**src/sv/srdp_pkg.sv**
```systemverilog
// srdp_pkg: shared constants, types and helpers of the sensor reply decimal parser.
// No dependencies; compiled first.
package srdp_pkg;

  localparam int STRING_BYTES = 31;
  localparam int CNT_W        = $clog2(STRING_BYTES + 1);
  localparam logic [CNT_W-1:0] CNT_LIMIT = CNT_W'(STRING_BYTES);

  localparam int CFG_IDX_W  = 1;
  localparam int CFG_DATA_W = 8;
  localparam logic [CFG_IDX_W-1:0] REG_SENSOR_TYPE  = 1'b0;
  localparam logic [CFG_IDX_W-1:0] REG_SUCCESS_CODE = 1'b1;

  localparam logic [2:0] SENSOR_PH       = 3'd0;
  localparam logic [2:0] SENSOR_EC       = 3'd1;
  localparam logic [2:0] SENSOR_ORP      = 3'd2;
  localparam logic [2:0] SENSOR_DO       = 3'd3;
  localparam logic [2:0] SENSOR_RTD      = 3'd4;
  localparam logic [2:0] SENSOR_TYPE_MAX = SENSOR_RTD;

  localparam logic [1:0] STAT_OK       = 2'd0;
  localparam logic [1:0] STAT_BAD_CODE = 2'd1;
  localparam logic [1:0] STAT_BAD_TYPE = 2'd2;

  localparam logic [2:0] FIELD_READING  = 3'd0;
  localparam logic [2:0] FIELD_TDS      = 3'd1;
  localparam logic [2:0] FIELD_SALINITY = 3'd2;
  localparam logic [2:0] FIELD_GRAVITY  = 3'd3;
  localparam logic [2:0] FIELD_LAST     = 3'd7;

  localparam logic [7:0] CH_NUL   = 8'h00;
  localparam logic [7:0] CH_LF    = 8'h0A;
  localparam logic [7:0] CH_CR    = 8'h0D;
  localparam logic [7:0] CH_SPACE = 8'h20;
  localparam logic [7:0] CH_COMMA = 8'h2C;
  localparam logic [7:0] CH_MINUS = 8'h2D;
  localparam logic [7:0] CH_DOT   = 8'h2E;
  localparam logic [7:0] CH_ZERO  = 8'h30;
  localparam logic [7:0] CH_NINE  = 8'h39;

  localparam logic [1:0] FRAC_DIGITS = 2'd3;

  // floor(2^SH / D): quotient estimate is exact or one low
  localparam logic [31:0] RECIP_1000    = 32'd2199023255;
  localparam int          RECIP_1000_SH = 41;
  localparam logic [31:0] RECIP_10      = 32'd3435973836;
  localparam int          RECIP_10_SH   = 35;
  localparam logic [31:0] DIVISOR_1000  = 32'd1000;
  localparam logic [31:0] DIVISOR_10    = 32'd10;

  typedef enum logic [1:0] {
    DIV_NONE,
    DIV_1000,
    DIV_10
  } div_sel_t;

  typedef struct packed {
    logic [31:0] int_acc;
    logic [9:0]  frac_acc;
    logic [1:0]  frac_count;
    logic        neg;
  } srdp_acc_t;

  typedef struct packed {
    logic       emit;
    logic [1:0] status;
    logic       close1;
    logic       close2;
    logic [2:0] stype;
    logic [2:0] idx1;
    logic [2:0] idx2;
  } srdp_ctl_t;

  function automatic logic [31:0] mul10(input logic [31:0] x);
    return (x << 3) + (x << 1);
  endfunction

  function automatic logic [31:0] mul1000(input logic [31:0] x);
    return (x << 10) - (x << 4) - (x << 3);
  endfunction

endpackage

```
**src/sv/srdp_in_if.sv**
```systemverilog
// srdp_in_if: byte channel into the parser, valid/ready handshake.
// Depends on nothing.
interface srdp_in_if;
  logic       valid;
  logic       ready;
  logic [7:0] data_byte;
  logic       frame_start;
  logic       frame_end;

  modport source (output valid, output data_byte, output frame_start, output frame_end,
                  input ready);
  modport sink   (input valid, input data_byte, input frame_start, input frame_end,
                  output ready);
endinterface

```
**src/sv/srdp_out_if.sv**
```systemverilog
// srdp_out_if: result channel of the parser, valid/ready handshake.
// Depends on nothing.
interface srdp_out_if;
  logic               valid;
  logic               ready;
  logic        [1:0]  status;
  logic signed [31:0] reading;
  logic signed [31:0] tds;
  logic signed [31:0] salinity;
  logic signed [31:0] gravity;

  modport source (output valid, output status, output reading, output tds,
                  output salinity, output gravity, input ready);
  modport sink   (input valid, input status, input reading, input tds,
                  input salinity, input gravity, output ready);
endinterface

```
**src/sv/sensor_reply_decimal_parser.sv**
```systemverilog
// sensor_reply_decimal_parser: top level; configuration registers, parser and scaler.
// Depends on srdp_pkg, srdp_in_if, srdp_out_if, srdp_parser and srdp_scale.
//
// Takes one reply byte per clock and gives one result per frame end. Each byte
// updates the field parser in the cycle it is transferred; field closes then flow
// through a four-stage pipeline (value, 32x32 reciprocal multiply, quotient
// correction, held values and result register) behind the field-close snapshot
// register. The parser state update sets the rate of one byte per cycle. Input
// is held off only while a result waits at the output and the pipeline behind
// it is full. Write configuration only when no frame is in flight.
module sensor_reply_decimal_parser import srdp_pkg::*; (
  input  logic                  clk,
  input  logic                  rst_n,
  srdp_in_if.sink               in_ch,
  srdp_out_if.source            out_ch,
  input  logic                  cfg_we,
  input  logic [CFG_IDX_W-1:0]  cfg_index,
  input  logic [CFG_DATA_W-1:0] cfg_wdata
);

  logic [2:0] sensor_type_r, sensor_type_nxt;
  logic [7:0] success_code_r, success_code_nxt;
  logic       s2_take, s1_vld;
  srdp_ctl_t  s1_ctl;
  srdp_acc_t  s1_acc;

  always_comb begin
    sensor_type_nxt  = sensor_type_r;
    success_code_nxt = success_code_r;
    if (cfg_we) begin
      case (cfg_index)
        REG_SENSOR_TYPE:  sensor_type_nxt  = cfg_wdata[2:0];
        REG_SUCCESS_CODE: success_code_nxt = cfg_wdata[7:0];
        default: ;
      endcase
    end
  end

  always_ff @(posedge clk) begin
    if (!rst_n) begin
      sensor_type_r  <= SENSOR_PH;
      success_code_r <= 8'd1;
    end else begin
      sensor_type_r  <= sensor_type_nxt;
      success_code_r <= success_code_nxt;
    end
  end

  srdp_parser u_parser (
    .clk          (clk),
    .rst_n        (rst_n),
    .in_ch        (in_ch),
    .sensor_type  (sensor_type_r),
    .success_code (success_code_r),
    .s2_take      (s2_take),
    .s1_vld       (s1_vld),
    .s1_ctl       (s1_ctl),
    .s1_acc       (s1_acc)
  );

  srdp_scale u_scale (
    .clk     (clk),
    .rst_n   (rst_n),
    .s1_vld  (s1_vld),
    .s1_ctl  (s1_ctl),
    .s1_acc  (s1_acc),
    .s2_take (s2_take),
    .out_ch  (out_ch)
  );

  // input stalls only behind a blocked result
  a_stall_cause: assert property (@(posedge clk) disable iff (!rst_n)
    !in_ch.ready |-> out_ch.valid && !out_ch.ready)
    else $error("input stalled without a blocked result");

  a_error_zero: assert property (@(posedge clk) disable iff (!rst_n)
    out_ch.valid && out_ch.status != STAT_OK |->
      out_ch.reading == 32'sd0 && out_ch.tds == 32'sd0 &&
      out_ch.salinity == 32'sd0 && out_ch.gravity == 32'sd0)
    else $error("error result carries nonzero values");

endmodule

```
**src/sv/srdp_parser.sv**
```systemverilog
// srdp_parser: per-byte field parser state and the field-close snapshot register.
// Depends on srdp_pkg and srdp_in_if.
module srdp_parser import srdp_pkg::*; (
  input  logic       clk,
  input  logic       rst_n,
  srdp_in_if.sink    in_ch,
  input  logic [2:0] sensor_type,
  input  logic [7:0] success_code,
  input  logic       s2_take,
  output logic       s1_vld,
  output srdp_ctl_t  s1_ctl,
  output srdp_acc_t  s1_acc
);

  logic             code_ok_r, code_ok_mid, code_ok_nxt;
  logic             done_r, done_mid, done_nxt;
  logic [CNT_W-1:0] cnt_r, cnt_mid, cnt_nxt;
  logic [2:0]       fidx_r, fidx_mid, fidx_nxt;
  srdp_acc_t        acc_r, acc_mid, acc_nxt;
  logic             lead_r, lead_mid, lead_nxt;
  logic             frac_r, frac_mid, frac_nxt;
  logic             stop_r, stop_mid, stop_nxt;

  logic       s1_vld_r;
  srdp_ctl_t  s1_ctl_r, s1_ctl_nxt;
  srdp_acc_t  s1_acc_r, s1_acc_nxt;
  logic       s1_take, in_fire, comma;
  logic [7:0] b;
  logic [3:0] digit;
  logic [1:0] status;

  assign s1_take     = !s1_vld_r || s2_take;
  assign in_ch.ready = s1_take;
  assign in_fire     = in_ch.valid && s1_take;
  assign b           = in_ch.data_byte;
  assign digit       = 4'(b - CH_ZERO);

  always_comb begin
    code_ok_mid = code_ok_r;
    done_mid    = done_r;
    cnt_mid     = cnt_r;
    fidx_mid    = fidx_r;
    acc_mid     = acc_r;
    lead_mid    = lead_r;
    frac_mid    = frac_r;
    stop_mid    = stop_r;
    comma       = 1'b0;
    if (in_ch.frame_start) begin
      code_ok_mid = (b == success_code);
      done_mid    = 1'b0;
      cnt_mid     = '0;
      fidx_mid    = FIELD_READING;
      acc_mid     = '0;
      lead_mid    = 1'b1;
      frac_mid    = 1'b0;
      stop_mid    = 1'b0;
    end else if (code_ok_r && !done_r) begin
      if (cnt_r >= CNT_LIMIT || b == CH_NUL) begin
        done_mid = 1'b1;
      end else begin
        cnt_mid = cnt_r + CNT_W'(1);
        if (b == CH_COMMA) begin
          comma    = 1'b1;
          fidx_mid = (fidx_r == FIELD_LAST) ? fidx_r : fidx_r + 3'd1;
          acc_mid  = '0;
          lead_mid = 1'b1;
          frac_mid = 1'b0;
          stop_mid = 1'b0;
        end else if (!stop_r) begin
          if (lead_r && b == CH_SPACE) begin
            lead_mid = 1'b1;
          end else if (lead_r && b == CH_MINUS) begin
            lead_mid    = 1'b0;
            acc_mid.neg = 1'b1;
          end else begin
            lead_mid = 1'b0;
            if (b == CH_DOT) begin
              frac_mid = 1'b1;
            end else if (b inside {[CH_ZERO:CH_NINE]}) begin
              if (frac_r) begin
                if (acc_r.frac_count != FRAC_DIGITS) begin
                  acc_mid.frac_acc   = 10'(mul10({22'b0, acc_r.frac_acc})) + 10'(digit);
                  acc_mid.frac_count = acc_r.frac_count + 2'd1;
                end
              end else begin
                acc_mid.int_acc = mul10(acc_r.int_acc) + {28'b0, digit};
              end
            end else if (b == CH_CR || b == CH_LF) begin
              stop_mid = 1'b1;
            end
          end
        end
      end
    end
  end

  always_comb begin
    if (!code_ok_mid) begin
      status = STAT_BAD_CODE;
    end else if (sensor_type > SENSOR_TYPE_MAX) begin
      status = STAT_BAD_TYPE;
    end else begin
      status = STAT_OK;
    end
    s1_ctl_nxt.emit   = in_ch.frame_end;
    s1_ctl_nxt.status = status;
    s1_ctl_nxt.close1 = comma || (in_ch.frame_end && status == STAT_OK);
    s1_ctl_nxt.close2 = comma && in_ch.frame_end && status == STAT_OK;
    s1_ctl_nxt.stype  = sensor_type;
    s1_ctl_nxt.idx1   = comma ? fidx_r : fidx_mid;
    s1_ctl_nxt.idx2   = fidx_mid;
    s1_acc_nxt        = comma ? acc_r : acc_mid;
  end

  always_comb begin
    code_ok_nxt = code_ok_r;
    done_nxt    = done_r;
    cnt_nxt     = cnt_r;
    fidx_nxt    = fidx_r;
    acc_nxt     = acc_r;
    lead_nxt    = lead_r;
    frac_nxt    = frac_r;
    stop_nxt    = stop_r;
    if (in_fire) begin
      if (in_ch.frame_end) begin
        code_ok_nxt = 1'b0;
        done_nxt    = 1'b0;
        cnt_nxt     = '0;
        fidx_nxt    = FIELD_READING;
        acc_nxt     = '0;
        lead_nxt    = 1'b1;
        frac_nxt    = 1'b0;
        stop_nxt    = 1'b0;
      end else begin
        code_ok_nxt = code_ok_mid;
        done_nxt    = done_mid;
        cnt_nxt     = cnt_mid;
        fidx_nxt    = fidx_mid;
        acc_nxt     = acc_mid;
        lead_nxt    = lead_mid;
        frac_nxt    = frac_mid;
        stop_nxt    = stop_mid;
      end
    end
  end

  always_ff @(posedge clk) begin
    if (!rst_n) begin
      code_ok_r <= 1'b0;
      done_r    <= 1'b0;
      cnt_r     <= '0;
      fidx_r    <= FIELD_READING;
      acc_r     <= '0;
      lead_r    <= 1'b1;
      frac_r    <= 1'b0;
      stop_r    <= 1'b0;
      s1_vld_r  <= 1'b0;
    end else begin
      code_ok_r <= code_ok_nxt;
      done_r    <= done_nxt;
      cnt_r     <= cnt_nxt;
      fidx_r    <= fidx_nxt;
      acc_r     <= acc_nxt;
      lead_r    <= lead_nxt;
      frac_r    <= frac_nxt;
      stop_r    <= stop_nxt;
      if (s1_take) begin
        s1_vld_r <= in_ch.valid;
      end
    end
  end

  always_ff @(posedge clk) begin
    if (s1_take) begin
      s1_ctl_r <= s1_ctl_nxt;
      s1_acc_r <= s1_acc_nxt;
    end
  end

  assign s1_vld = s1_vld_r;
  assign s1_ctl = s1_ctl_r;
  assign s1_acc = s1_acc_r;

endmodule

```
**src/sv/srdp_scale.sv**
```systemverilog
// srdp_scale: field value, constant division pipeline, held values and result register.
// Depends on srdp_pkg and srdp_out_if.
module srdp_scale import srdp_pkg::*; (
  input  logic       clk,
  input  logic       rst_n,
  input  logic       s1_vld,
  input  srdp_ctl_t  s1_ctl,
  input  srdp_acc_t  s1_acc,
  output logic       s2_take,
  srdp_out_if.source out_ch
);

  logic        s2_vld_r;
  srdp_ctl_t   s2_ctl_r;
  logic [31:0] s2_v_r, s2_v_nxt;

  logic        s3_vld_r;
  srdp_ctl_t   s3_ctl_r;
  div_sel_t    s3_sel_r, s3_sel_nxt;
  logic [31:0] s3_v_r, s3_mag_r, s3_mag_nxt;
  logic [63:0] s3_prod_r, s3_prod_nxt;

  logic        s4_vld_r;
  srdp_ctl_t   s4_ctl_r;
  div_sel_t    s4_sel_r;
  logic [31:0] s4_v_r, s4_q_r, s4_q_nxt;

  logic [31:0] held_reading_r, held_reading_nxt;
  logic [31:0] held_tds_r, held_tds_nxt;
  logic [31:0] held_salinity_r, held_salinity_nxt;
  logic [31:0] held_gravity_r, held_gravity_nxt;

  logic        out_vld_r;
  logic [1:0]  out_status_r;
  logic [31:0] out_reading_r, out_tds_r, out_salinity_r, out_gravity_r;

  logic        out_free, s4_go, s4_take, s3_take;
  logic [31:0] fz, fpad, x, recip, q0, qd, rem, divisor, scaled;
  logic        is_ec_out;

  assign out_free = !out_vld_r || out_ch.ready;
  assign s4_go    = s4_vld_r && (!s4_ctl_r.emit || out_free);
  assign s4_take  = !s4_vld_r || s4_go;
  assign s3_take  = !s3_vld_r || s4_take;
  assign s2_take  = !s2_vld_r || s3_take;

  // field value: int * 1000 + padded fraction, sign applied
  always_comb begin
    fz = {22'b0, s1_acc.frac_acc};
    case (s1_acc.frac_count)
      2'd0:    fpad = mul1000(fz);
      2'd1:    fpad = mul10(mul10(fz));
      2'd2:    fpad = mul10(fz);
      default: fpad = fz;
    endcase
    x        = mul1000(s1_acc.int_acc) + fpad;
    s2_v_nxt = s1_acc.neg ? 32'd0 - x : x;
  end

  // divisor select and reciprocal multiply
  always_comb begin
    s3_sel_nxt = DIV_NONE;
    if (s2_ctl_r.idx1 == FIELD_READING) begin
      if (s2_ctl_r.stype == SENSOR_EC || s2_ctl_r.stype == SENSOR_ORP) begin
        s3_sel_nxt = DIV_1000;
      end else if (s2_ctl_r.stype == SENSOR_DO || s2_ctl_r.stype == SENSOR_RTD) begin
        s3_sel_nxt = DIV_10;
      end
    end else if (s2_ctl_r.stype == SENSOR_EC) begin
      if (s2_ctl_r.idx1 == FIELD_TDS) begin
        s3_sel_nxt = DIV_1000;
      end else if (s2_ctl_r.idx1 == FIELD_SALINITY) begin
        s3_sel_nxt = DIV_10;
      end
    end
    s3_mag_nxt  = s2_v_r[31] ? 32'd0 - s2_v_r : s2_v_r;
    recip       = (s3_sel_nxt == DIV_10) ? RECIP_10 : RECIP_1000;
    s3_prod_nxt = {32'b0, s3_mag_nxt} * {32'b0, recip};
  end

  // quotient estimate is exact or one low
  always_comb begin
    if (s3_sel_r == DIV_10) begin
      q0      = 32'(s3_prod_r >> RECIP_10_SH);
      qd      = mul10(q0);
      divisor = DIVISOR_10;
    end else begin
      q0      = 32'(s3_prod_r >> RECIP_1000_SH);
      qd      = mul1000(q0);
      divisor = DIVISOR_1000;
    end
    rem      = s3_mag_r - qd;
    s4_q_nxt = (rem >= divisor) ? q0 + 32'd1 : q0;
  end

  always_comb begin
    scaled = (s4_sel_r == DIV_NONE) ? s4_v_r :
             (s4_v_r[31] ? 32'd0 - s4_q_r : s4_q_r);
    held_reading_nxt  = held_reading_r;
    held_tds_nxt      = held_tds_r;
    held_salinity_nxt = held_salinity_r;
    held_gravity_nxt  = held_gravity_r;
    if (s4_go && s4_ctl_r.close1 && s4_ctl_r.stype <= SENSOR_TYPE_MAX) begin
      if (s4_ctl_r.idx1 == FIELD_READING) begin
        held_reading_nxt = scaled;
      end else if (s4_ctl_r.stype == SENSOR_EC) begin
        case (s4_ctl_r.idx1)
          FIELD_TDS:      held_tds_nxt      = scaled;
          FIELD_SALINITY: held_salinity_nxt = scaled;
          FIELD_GRAVITY:  held_gravity_nxt  = scaled;
          default: ;
        endcase
      end
    end
    // empty field closed at frame end right after a comma
    if (s4_go && s4_ctl_r.close2 && s4_ctl_r.stype <= SENSOR_TYPE_MAX) begin
      if (s4_ctl_r.idx2 == FIELD_READING) begin
        held_reading_nxt = 32'd0;
      end else if (s4_ctl_r.stype == SENSOR_EC) begin
        case (s4_ctl_r.idx2)
          FIELD_TDS:      held_tds_nxt      = 32'd0;
          FIELD_SALINITY: held_salinity_nxt = 32'd0;
          FIELD_GRAVITY:  held_gravity_nxt  = 32'd0;
          default: ;
        endcase
      end
    end
    is_ec_out = (s4_ctl_r.status == STAT_OK) && (s4_ctl_r.stype == SENSOR_EC);
  end

  always_ff @(posedge clk) begin
    if (!rst_n) begin
      s2_vld_r        <= 1'b0;
      s3_vld_r        <= 1'b0;
      s4_vld_r        <= 1'b0;
      out_vld_r       <= 1'b0;
      held_reading_r  <= '0;
      held_tds_r      <= '0;
      held_salinity_r <= '0;
      held_gravity_r  <= '0;
    end else begin
      if (s2_take) begin
        s2_vld_r <= s1_vld;
      end
      if (s3_take) begin
        s3_vld_r <= s2_vld_r;
      end
      if (s4_take) begin
        s4_vld_r <= s3_vld_r;
      end
      if (s4_go && s4_ctl_r.emit) begin
        out_vld_r <= 1'b1;
      end else if (out_ch.ready) begin
        out_vld_r <= 1'b0;
      end
      held_reading_r  <= held_reading_nxt;
      held_tds_r      <= held_tds_nxt;
      held_salinity_r <= held_salinity_nxt;
      held_gravity_r  <= held_gravity_nxt;
    end
  end

  always_ff @(posedge clk) begin
    if (s2_take) begin
      s2_ctl_r <= s1_ctl;
      s2_v_r   <= s2_v_nxt;
    end
    if (s3_take) begin
      s3_ctl_r  <= s2_ctl_r;
      s3_sel_r  <= s3_sel_nxt;
      s3_v_r    <= s2_v_r;
      s3_mag_r  <= s3_mag_nxt;
      s3_prod_r <= s3_prod_nxt;
    end
    if (s4_take) begin
      s4_ctl_r <= s3_ctl_r;
      s4_sel_r <= s3_sel_r;
      s4_v_r   <= s3_v_r;
      s4_q_r   <= s4_q_nxt;
    end
    if (s4_go && s4_ctl_r.emit) begin
      out_status_r   <= s4_ctl_r.status;
      out_reading_r  <= (s4_ctl_r.status == STAT_OK) ? held_reading_nxt : 32'd0;
      out_tds_r      <= is_ec_out ? held_tds_nxt : 32'd0;
      out_salinity_r <= is_ec_out ? held_salinity_nxt : 32'd0;
      out_gravity_r  <= is_ec_out ? held_gravity_nxt : 32'd0;
    end
  end

  assign out_ch.valid    = out_vld_r;
  assign out_ch.status   = out_status_r;
  assign out_ch.reading  = $signed(out_reading_r);
  assign out_ch.tds      = $signed(out_tds_r);
  assign out_ch.salinity = $signed(out_salinity_r);
  assign out_ch.gravity  = $signed(out_gravity_r);

endmodule

```
**src/flat_wrapper.sv**
```systemverilog
// flat-port wrapper written by rule: the top's interface ports become plain ports
module sensor_reply_decimal_parser_flat import srdp_pkg::*;
  (clk, rst_n, cfg_we, cfg_index, cfg_wdata, in_ch_valid, in_ch_data_byte, in_ch_frame_start, in_ch_frame_end, in_ch_ready, out_ch_valid, out_ch_status, out_ch_reading, out_ch_tds, out_ch_salinity, out_ch_gravity, out_ch_ready);
  srdp_in_if in_ch_i ();
  srdp_out_if out_ch_i ();
  input  logic clk;
  input  logic rst_n;
  input  logic cfg_we;
  input  logic [CFG_IDX_W-1:0] cfg_index;
  input  logic [CFG_DATA_W-1:0] cfg_wdata;
  input wire logic [$bits(in_ch_i.valid)-1:0] in_ch_valid;
  input wire logic [$bits(in_ch_i.data_byte)-1:0] in_ch_data_byte;
  input wire logic [$bits(in_ch_i.frame_start)-1:0] in_ch_frame_start;
  input wire logic [$bits(in_ch_i.frame_end)-1:0] in_ch_frame_end;
  output wire logic [$bits(in_ch_i.ready)-1:0] in_ch_ready;
  output wire logic [$bits(out_ch_i.valid)-1:0] out_ch_valid;
  output wire logic [$bits(out_ch_i.status)-1:0] out_ch_status;
  output wire logic [$bits(out_ch_i.reading)-1:0] out_ch_reading;
  output wire logic [$bits(out_ch_i.tds)-1:0] out_ch_tds;
  output wire logic [$bits(out_ch_i.salinity)-1:0] out_ch_salinity;
  output wire logic [$bits(out_ch_i.gravity)-1:0] out_ch_gravity;
  input wire logic [$bits(out_ch_i.ready)-1:0] out_ch_ready;
  assign in_ch_i.valid = in_ch_valid;
  assign in_ch_i.data_byte = in_ch_data_byte;
  assign in_ch_i.frame_start = in_ch_frame_start;
  assign in_ch_i.frame_end = in_ch_frame_end;
  assign in_ch_ready = in_ch_i.ready;
  assign out_ch_valid = out_ch_i.valid;
  assign out_ch_status = out_ch_i.status;
  assign out_ch_reading = out_ch_i.reading;
  assign out_ch_tds = out_ch_i.tds;
  assign out_ch_salinity = out_ch_i.salinity;
  assign out_ch_gravity = out_ch_i.gravity;
  assign out_ch_i.ready = out_ch_ready;
  sensor_reply_decimal_parser u_core (.clk(clk), .rst_n(rst_n), .in_ch(in_ch_i), .out_ch(out_ch_i), .cfg_we(cfg_we), .cfg_index(cfg_index), .cfg_wdata(cfg_wdata));
endmodule
```
**config.mk**
```make
export PLATFORM = sky130hd
export DESIGN_NAME = sensor_reply_decimal_parser_flat
export DESIGN_NICKNAME = d
export VERILOG_FILES = /design/src/sv/srdp_pkg.sv /design/src/sv/srdp_in_if.sv /design/src/sv/srdp_out_if.sv /design/src/sv/sensor_reply_decimal_parser.sv /design/src/sv/srdp_parser.sv /design/src/sv/srdp_scale.sv /design/src/flat_wrapper.sv
export SDC_FILE = /design/constraint.sdc
export NUM_CORES = 2
export LEC_CHECK = 0
export BUFFER_PORTS_ARGS = -buffer_cell sky130_fd_sc_hd__buf_4
export CAP_MARGIN = 20
export CELL_PAD_IN_SITES_DETAIL_PLACEMENT = 1
export CELL_PAD_IN_SITES_GLOBAL_PLACEMENT = 2
export CORE_MARGIN = 1.5
export CORE_UTILIZATION = 25
export CTS_CLUSTER_DIAMETER = 120
export CTS_CLUSTER_SIZE = 30
export DETAILED_ROUTE_END_ITERATION = 8
export GPL_TIMING_DRIVEN = 1
export MAX_ROUTING_LAYER = met4
export PLACE_DENSITY = 0.61
export SLEW_MARGIN = 5
export SYNTH_ARGS = -nofsm -noshare
export SYNTH_HDL_FRONTEND = slang
export SYNTH_SLANG_ARGS = --single-unit
export TNS_END_PERCENT = 30
```
**constraint.sdc**
```tcl
create_clock -name clk -period 9.96 [get_ports clk]
set_clock_uncertainty 0.1 [all_clocks]
set_input_delay 1.992 -clock clk [delete_from_list [all_inputs] [get_ports clk]]
set_output_delay 1.992 -clock clk [all_outputs]
set_load 0.01 [all_outputs]
```
==> results.md <==
* Proportion of layout cells with a drive suffix above 1 at 13.29%
* Crit path max-delay cell type: fa_1
* Final setup viols at 0
* Non-Filler Cell Area, Final at 70520 µm²
* Die Wd at 495.1 µm
* Power per Cell Area at 73.72 nW/µm²
* Synth warnings at 0
* Reg2reg end: u_core.u_scale.s3_prod_r[56]
* Die Ht at 495.1 µm
* PnR worst setup slack at 0.0003872 ns
* Initial drt markers at 2260
* Synth Area per Inst at 10.10 µm²
* Library cells used by synthesis at 99
* Prevailing post-synth register cell: edfxtp_1
* Worst hold path class: reg2reg
* Fmax at 0.1004 GHz
* CP arrival at 10.28 ns
* Synthesized area at 60540 µm²
* Startpoint types: flop
* Fin cells at 9703
* Fin crit share at 100.0%
* Max-cap viol count at 0
* # IOs at 156
* CP Class: reg2reg
* Clk Latency, worst-skew pair at 0.67 ns
* Vias in the first global route at 48800
* Final hold vios at 0
* Synth-to-layout area growth at 16.49%
* Gp weighted congestion at 0.8866
* Post-DP Area at 68520 µm²
* Asr flop ratio synth at 0%
* DIE AREA at 245100 µm²
* Unrepaired setup endpoints after global routing: yes
* FF-to-FF path depth at 36
* Tmin final at 9.960 ns
* DRC violations left at 0
* Crit-path max cell delay at 0.58 ns
* Post-synth EDFFs at 418
* Dpl hpwl at 175500 µm
* Inst Count DP at 9618
* Mapped Cells at 5994
* Via count at 44640
* Reg2Reg Launch Point: u_core.u_scale.s2_v_r[0]
* FP Rows at 180
* Largest net degree at the start of global routing at 73
* GRT Total Usage at 17.33%
* Clk sinks at 617
* Grt ovf at 0
* Slew margin rel. at 18.05%
* Pre-Repair DR Iteration Count at 5
* CTS H-tree lvls at 1
* Final net count at 7889
* Max Slew Vio Count at 0
* CP required at 10.28 ns
* Seq/Total Area, Yosys at 27.31%
* Busiest layer in global routing: met2
* Grt met2 use at 28.78%
* Maximum fanout along the worst path at 4
* Initial Utilization at 25.15%
* Leakage at 33.61 nW
* Run status: completed
* Setup WS pre-CTS at -1.033 ns
* Clk pin slew, worst setup/hold paths at 0.12 ns
* Crit path from: u_core.u_scale.s2_v_r[0]
* Global-route wire length before repair at 314400 µm
* Global Route met3 Usage at 0.9568%
* Cell mode on critical path: fa_1
* GRT met1 Usage at 23.47%
* Max rail drop VDD at 0.1446 mV
* Ant. Diodes at 0
* Seq cells post-synth at 617
* Input/output buffers at 155
* DRT antenna net count at 0
* Clock Tree Root: clkbuf_16
* WL final at 207700 µm
* Critical Path End Type: flop
* CTS tree: built
* WHS at 0.2869 ns
* Avg WL per Cell at 21.41 µm
* Setup TNS at 0 ns
* CP endpoint: u_core.u_scale.s3_prod_r[56]
* Core Box Area at 240800 µm²
* Antenna violations before repair at 2
* Via-to-Cell Ratio at 4.601
* Clock Tree Buf Depth at 3
* Measured slew at the worst slew-check pin at 1.216 ns
* Setup slack, reg-to-reg at 0.0004 ns
* TritonCTS buffer count at 28
worst min path at each step:
stage | cells after the start | to | startpoint | slack, ns
floorplan | 0 | u_core.u_scale.s2_ctl_r[0] | u_core.u_parser.s1_ctl[0] | 0.30
global placement | 0 | u_core.u_scale.s3_ctl_r[13] | u_core.u_scale.s2_ctl_r[13] | 0.30
detailed placement | 0 | u_core.u_scale.s2_ctl_r[2] | u_core.u_parser.s1_ctl[2] | 0.31
CTS | 0 | u_core.u_scale.s4_ctl_r[0] | u_core.u_scale.s3_ctl_r[0] | 0.29
global route | 0 | u_core.u_scale.s4_ctl_r[0] | u_core.u_scale.s3_ctl_r[0] | 0.31
finish | 0 | u_core.u_scale.s4_ctl_r[0] | u_core.u_scale.s3_ctl_r[0] | 0.29
layer usage:
metal	vias to the layer above	wire length (µm)
li1	21100	-
met1	22830	98840
met2	561	99650
met3	159	4661
met4	0	4553
met5	-	0
worst max-delay path, delay by kind of cell (launching register included):
kind	cells	cell delay (ns)
xor gates and xnor gates	2	0.29
and+or+nand+nor	9	1.60
adders and majority gates	10	4.27
buffers and inverters	5	0.57
DFF	1	0.43
AOI/OAI and AO/OA	10	2.44
sequential cells by signal, indices dropped and copies added, names as in the netlist, 29 cells and up:
signal / count
u_core.u_scale.held_tds_r: 32
u_core.u_scale.s2_v_r: 32
u_core.u_scale.s4_q_r: 30
u_core.u_scale.held_salinity_r: 32
u_core.u_scale.s3_prod_r: 29
u_core.u_scale.out_ch.reading: 32
u_core.u_parser.acc_r: 42
u_core.u_scale.held_gravity_r: 32
u_core.u_scale.s4_v_r: 32
u_core.u_scale.s3_v_r: 32
u_core.u_scale.out_ch.gravity: 32
u_core.u_scale.held_reading_r: 32
u_core.u_scale.out_ch.tds: 32
u_core.u_parser.s1_acc: 42
u_core.u_scale.s3_mag_r: 31
u_core.u_scale.out_ch.salinity: 32
synth_stat cells (24+ instances only):
library cell | number | area share (%)
o31ai_1 | 45 | 0.56
a21oi_1 | 307 | 2.5
dfxtp_1 | 199 | 6.6
clkbuf_1 | 158 | 0.98
nor2b_1 | 53 | 0.55
nand3_1 | 94 | 0.78
o21a_1 | 26 | 0.32
or2_2 | 34 | 0.35
xor2_1 | 126 | 1.8
ha_1 | 662 | 14
o21bai_1 | 30 | 0.37
a31oi_1 | 26 | 0.27
o21ai_0 | 211 | 1.7
fa_1 | 707 | 23
nand4_1 | 37 | 0.38
a21o_1 | 111 | 1.4
nor3_1 | 139 | 1.1
nand2b_1 | 55 | 0.57
inv_1 | 944 | 5.9
a22oi_1 | 39 | 0.48
a211oi_1 | 25 | 0.31
mux2i_1 | 134 | 2.2
xnor2_1 | 193 | 2.8
or3_1 | 24 | 0.25
edfxtp_1 | 418 | 21
nor2_1 | 526 | 3.3
nand2_1 | 327 | 2.0
cells by family (layout without fill, tap and decap cells):
group | after synthesis | after routing | share of synthesized area (%)
and+or+nand+nor | 1424 | 1424 | 10.95
adders and majority gates | 1369 | 1369 | 37.06
buffers and inverters | 1130 | 1623 | 7.048
AOI/OAI and AO/OA | 991 | 991 | 10.53
DFF | 617 | 617 | 27.31
xor gates and xnor gates | 319 | 319 | 4.615
muxes | 142 | 142 | 2.464
other | 2 | 33 | 0.01241
area by class of cell:
| cell class | instances | area (µm²) |
|---|---|---|
| inverters | 948 | 3572 |
| fillers | 27280 | 170200 |
| well taps | 3185 | 3985 |
| clock inverters | 11 | 172.7 |
| flip-flops and latches | 617 | 16540 |
| clock buffers | 41 | 770.7 |
| repair buffers | 623 | 4831 |
| multi-input cells | 4278 | 40650 |
layout by cell type, fill, tap and decap left out, types with 111 or more instances in the layout:
| cell | count |
|---|---|
| a21o_1 | 111 |
| a21oi_1 | 300 |
| buf_4 | 602 |
| dfxtp_1 | 199 |
| edfxtp_1 | 418 |
| fa_1 | 688 |
| ha_1 | 642 |
| inv_1 | 931 |
| mux2i_1 | 134 |
| nand2_1 | 320 |
| nor2_1 | 513 |
| nor3_1 | 136 |
| o21ai_0 | 198 |
| xnor2_1 | 189 |
| xor2_1 | 125 |
metrics by stage:
| stage | power (mW) | util [%] |
|---|---|---|
| 2_1_floorplan | 3.437 | - |
| 3_3_place_gp | 3.728 | 28.45 |
| 3_5_place_dp | 3.743 | 28.46 |
| 4_1_cts | 5.255 | 29.08 |
| 5_1_grt | 5.432 | 29.29 |
| 6_report | 5.199 | 29.29 |
where the power goes:
group	internal [mW]	total [mW]	leakage, nW	switching, mW
clock	0.582	1.49	0.450	0.912
combinational	0.359	0.936	26.9	0.577
sequential	2.73	2.77	6.22	0.0351
total	3.67	5.20	33.6	1.52
timing repair:
item | CTS | global route
endpoints found under the setup margin | 24 | 22
hold buffers | 0 | 0
resized for setup | 86 | 69
pin swaps | 49 | 46
setup buffers | 16 | 16
(Power assumes the default switching activity.)
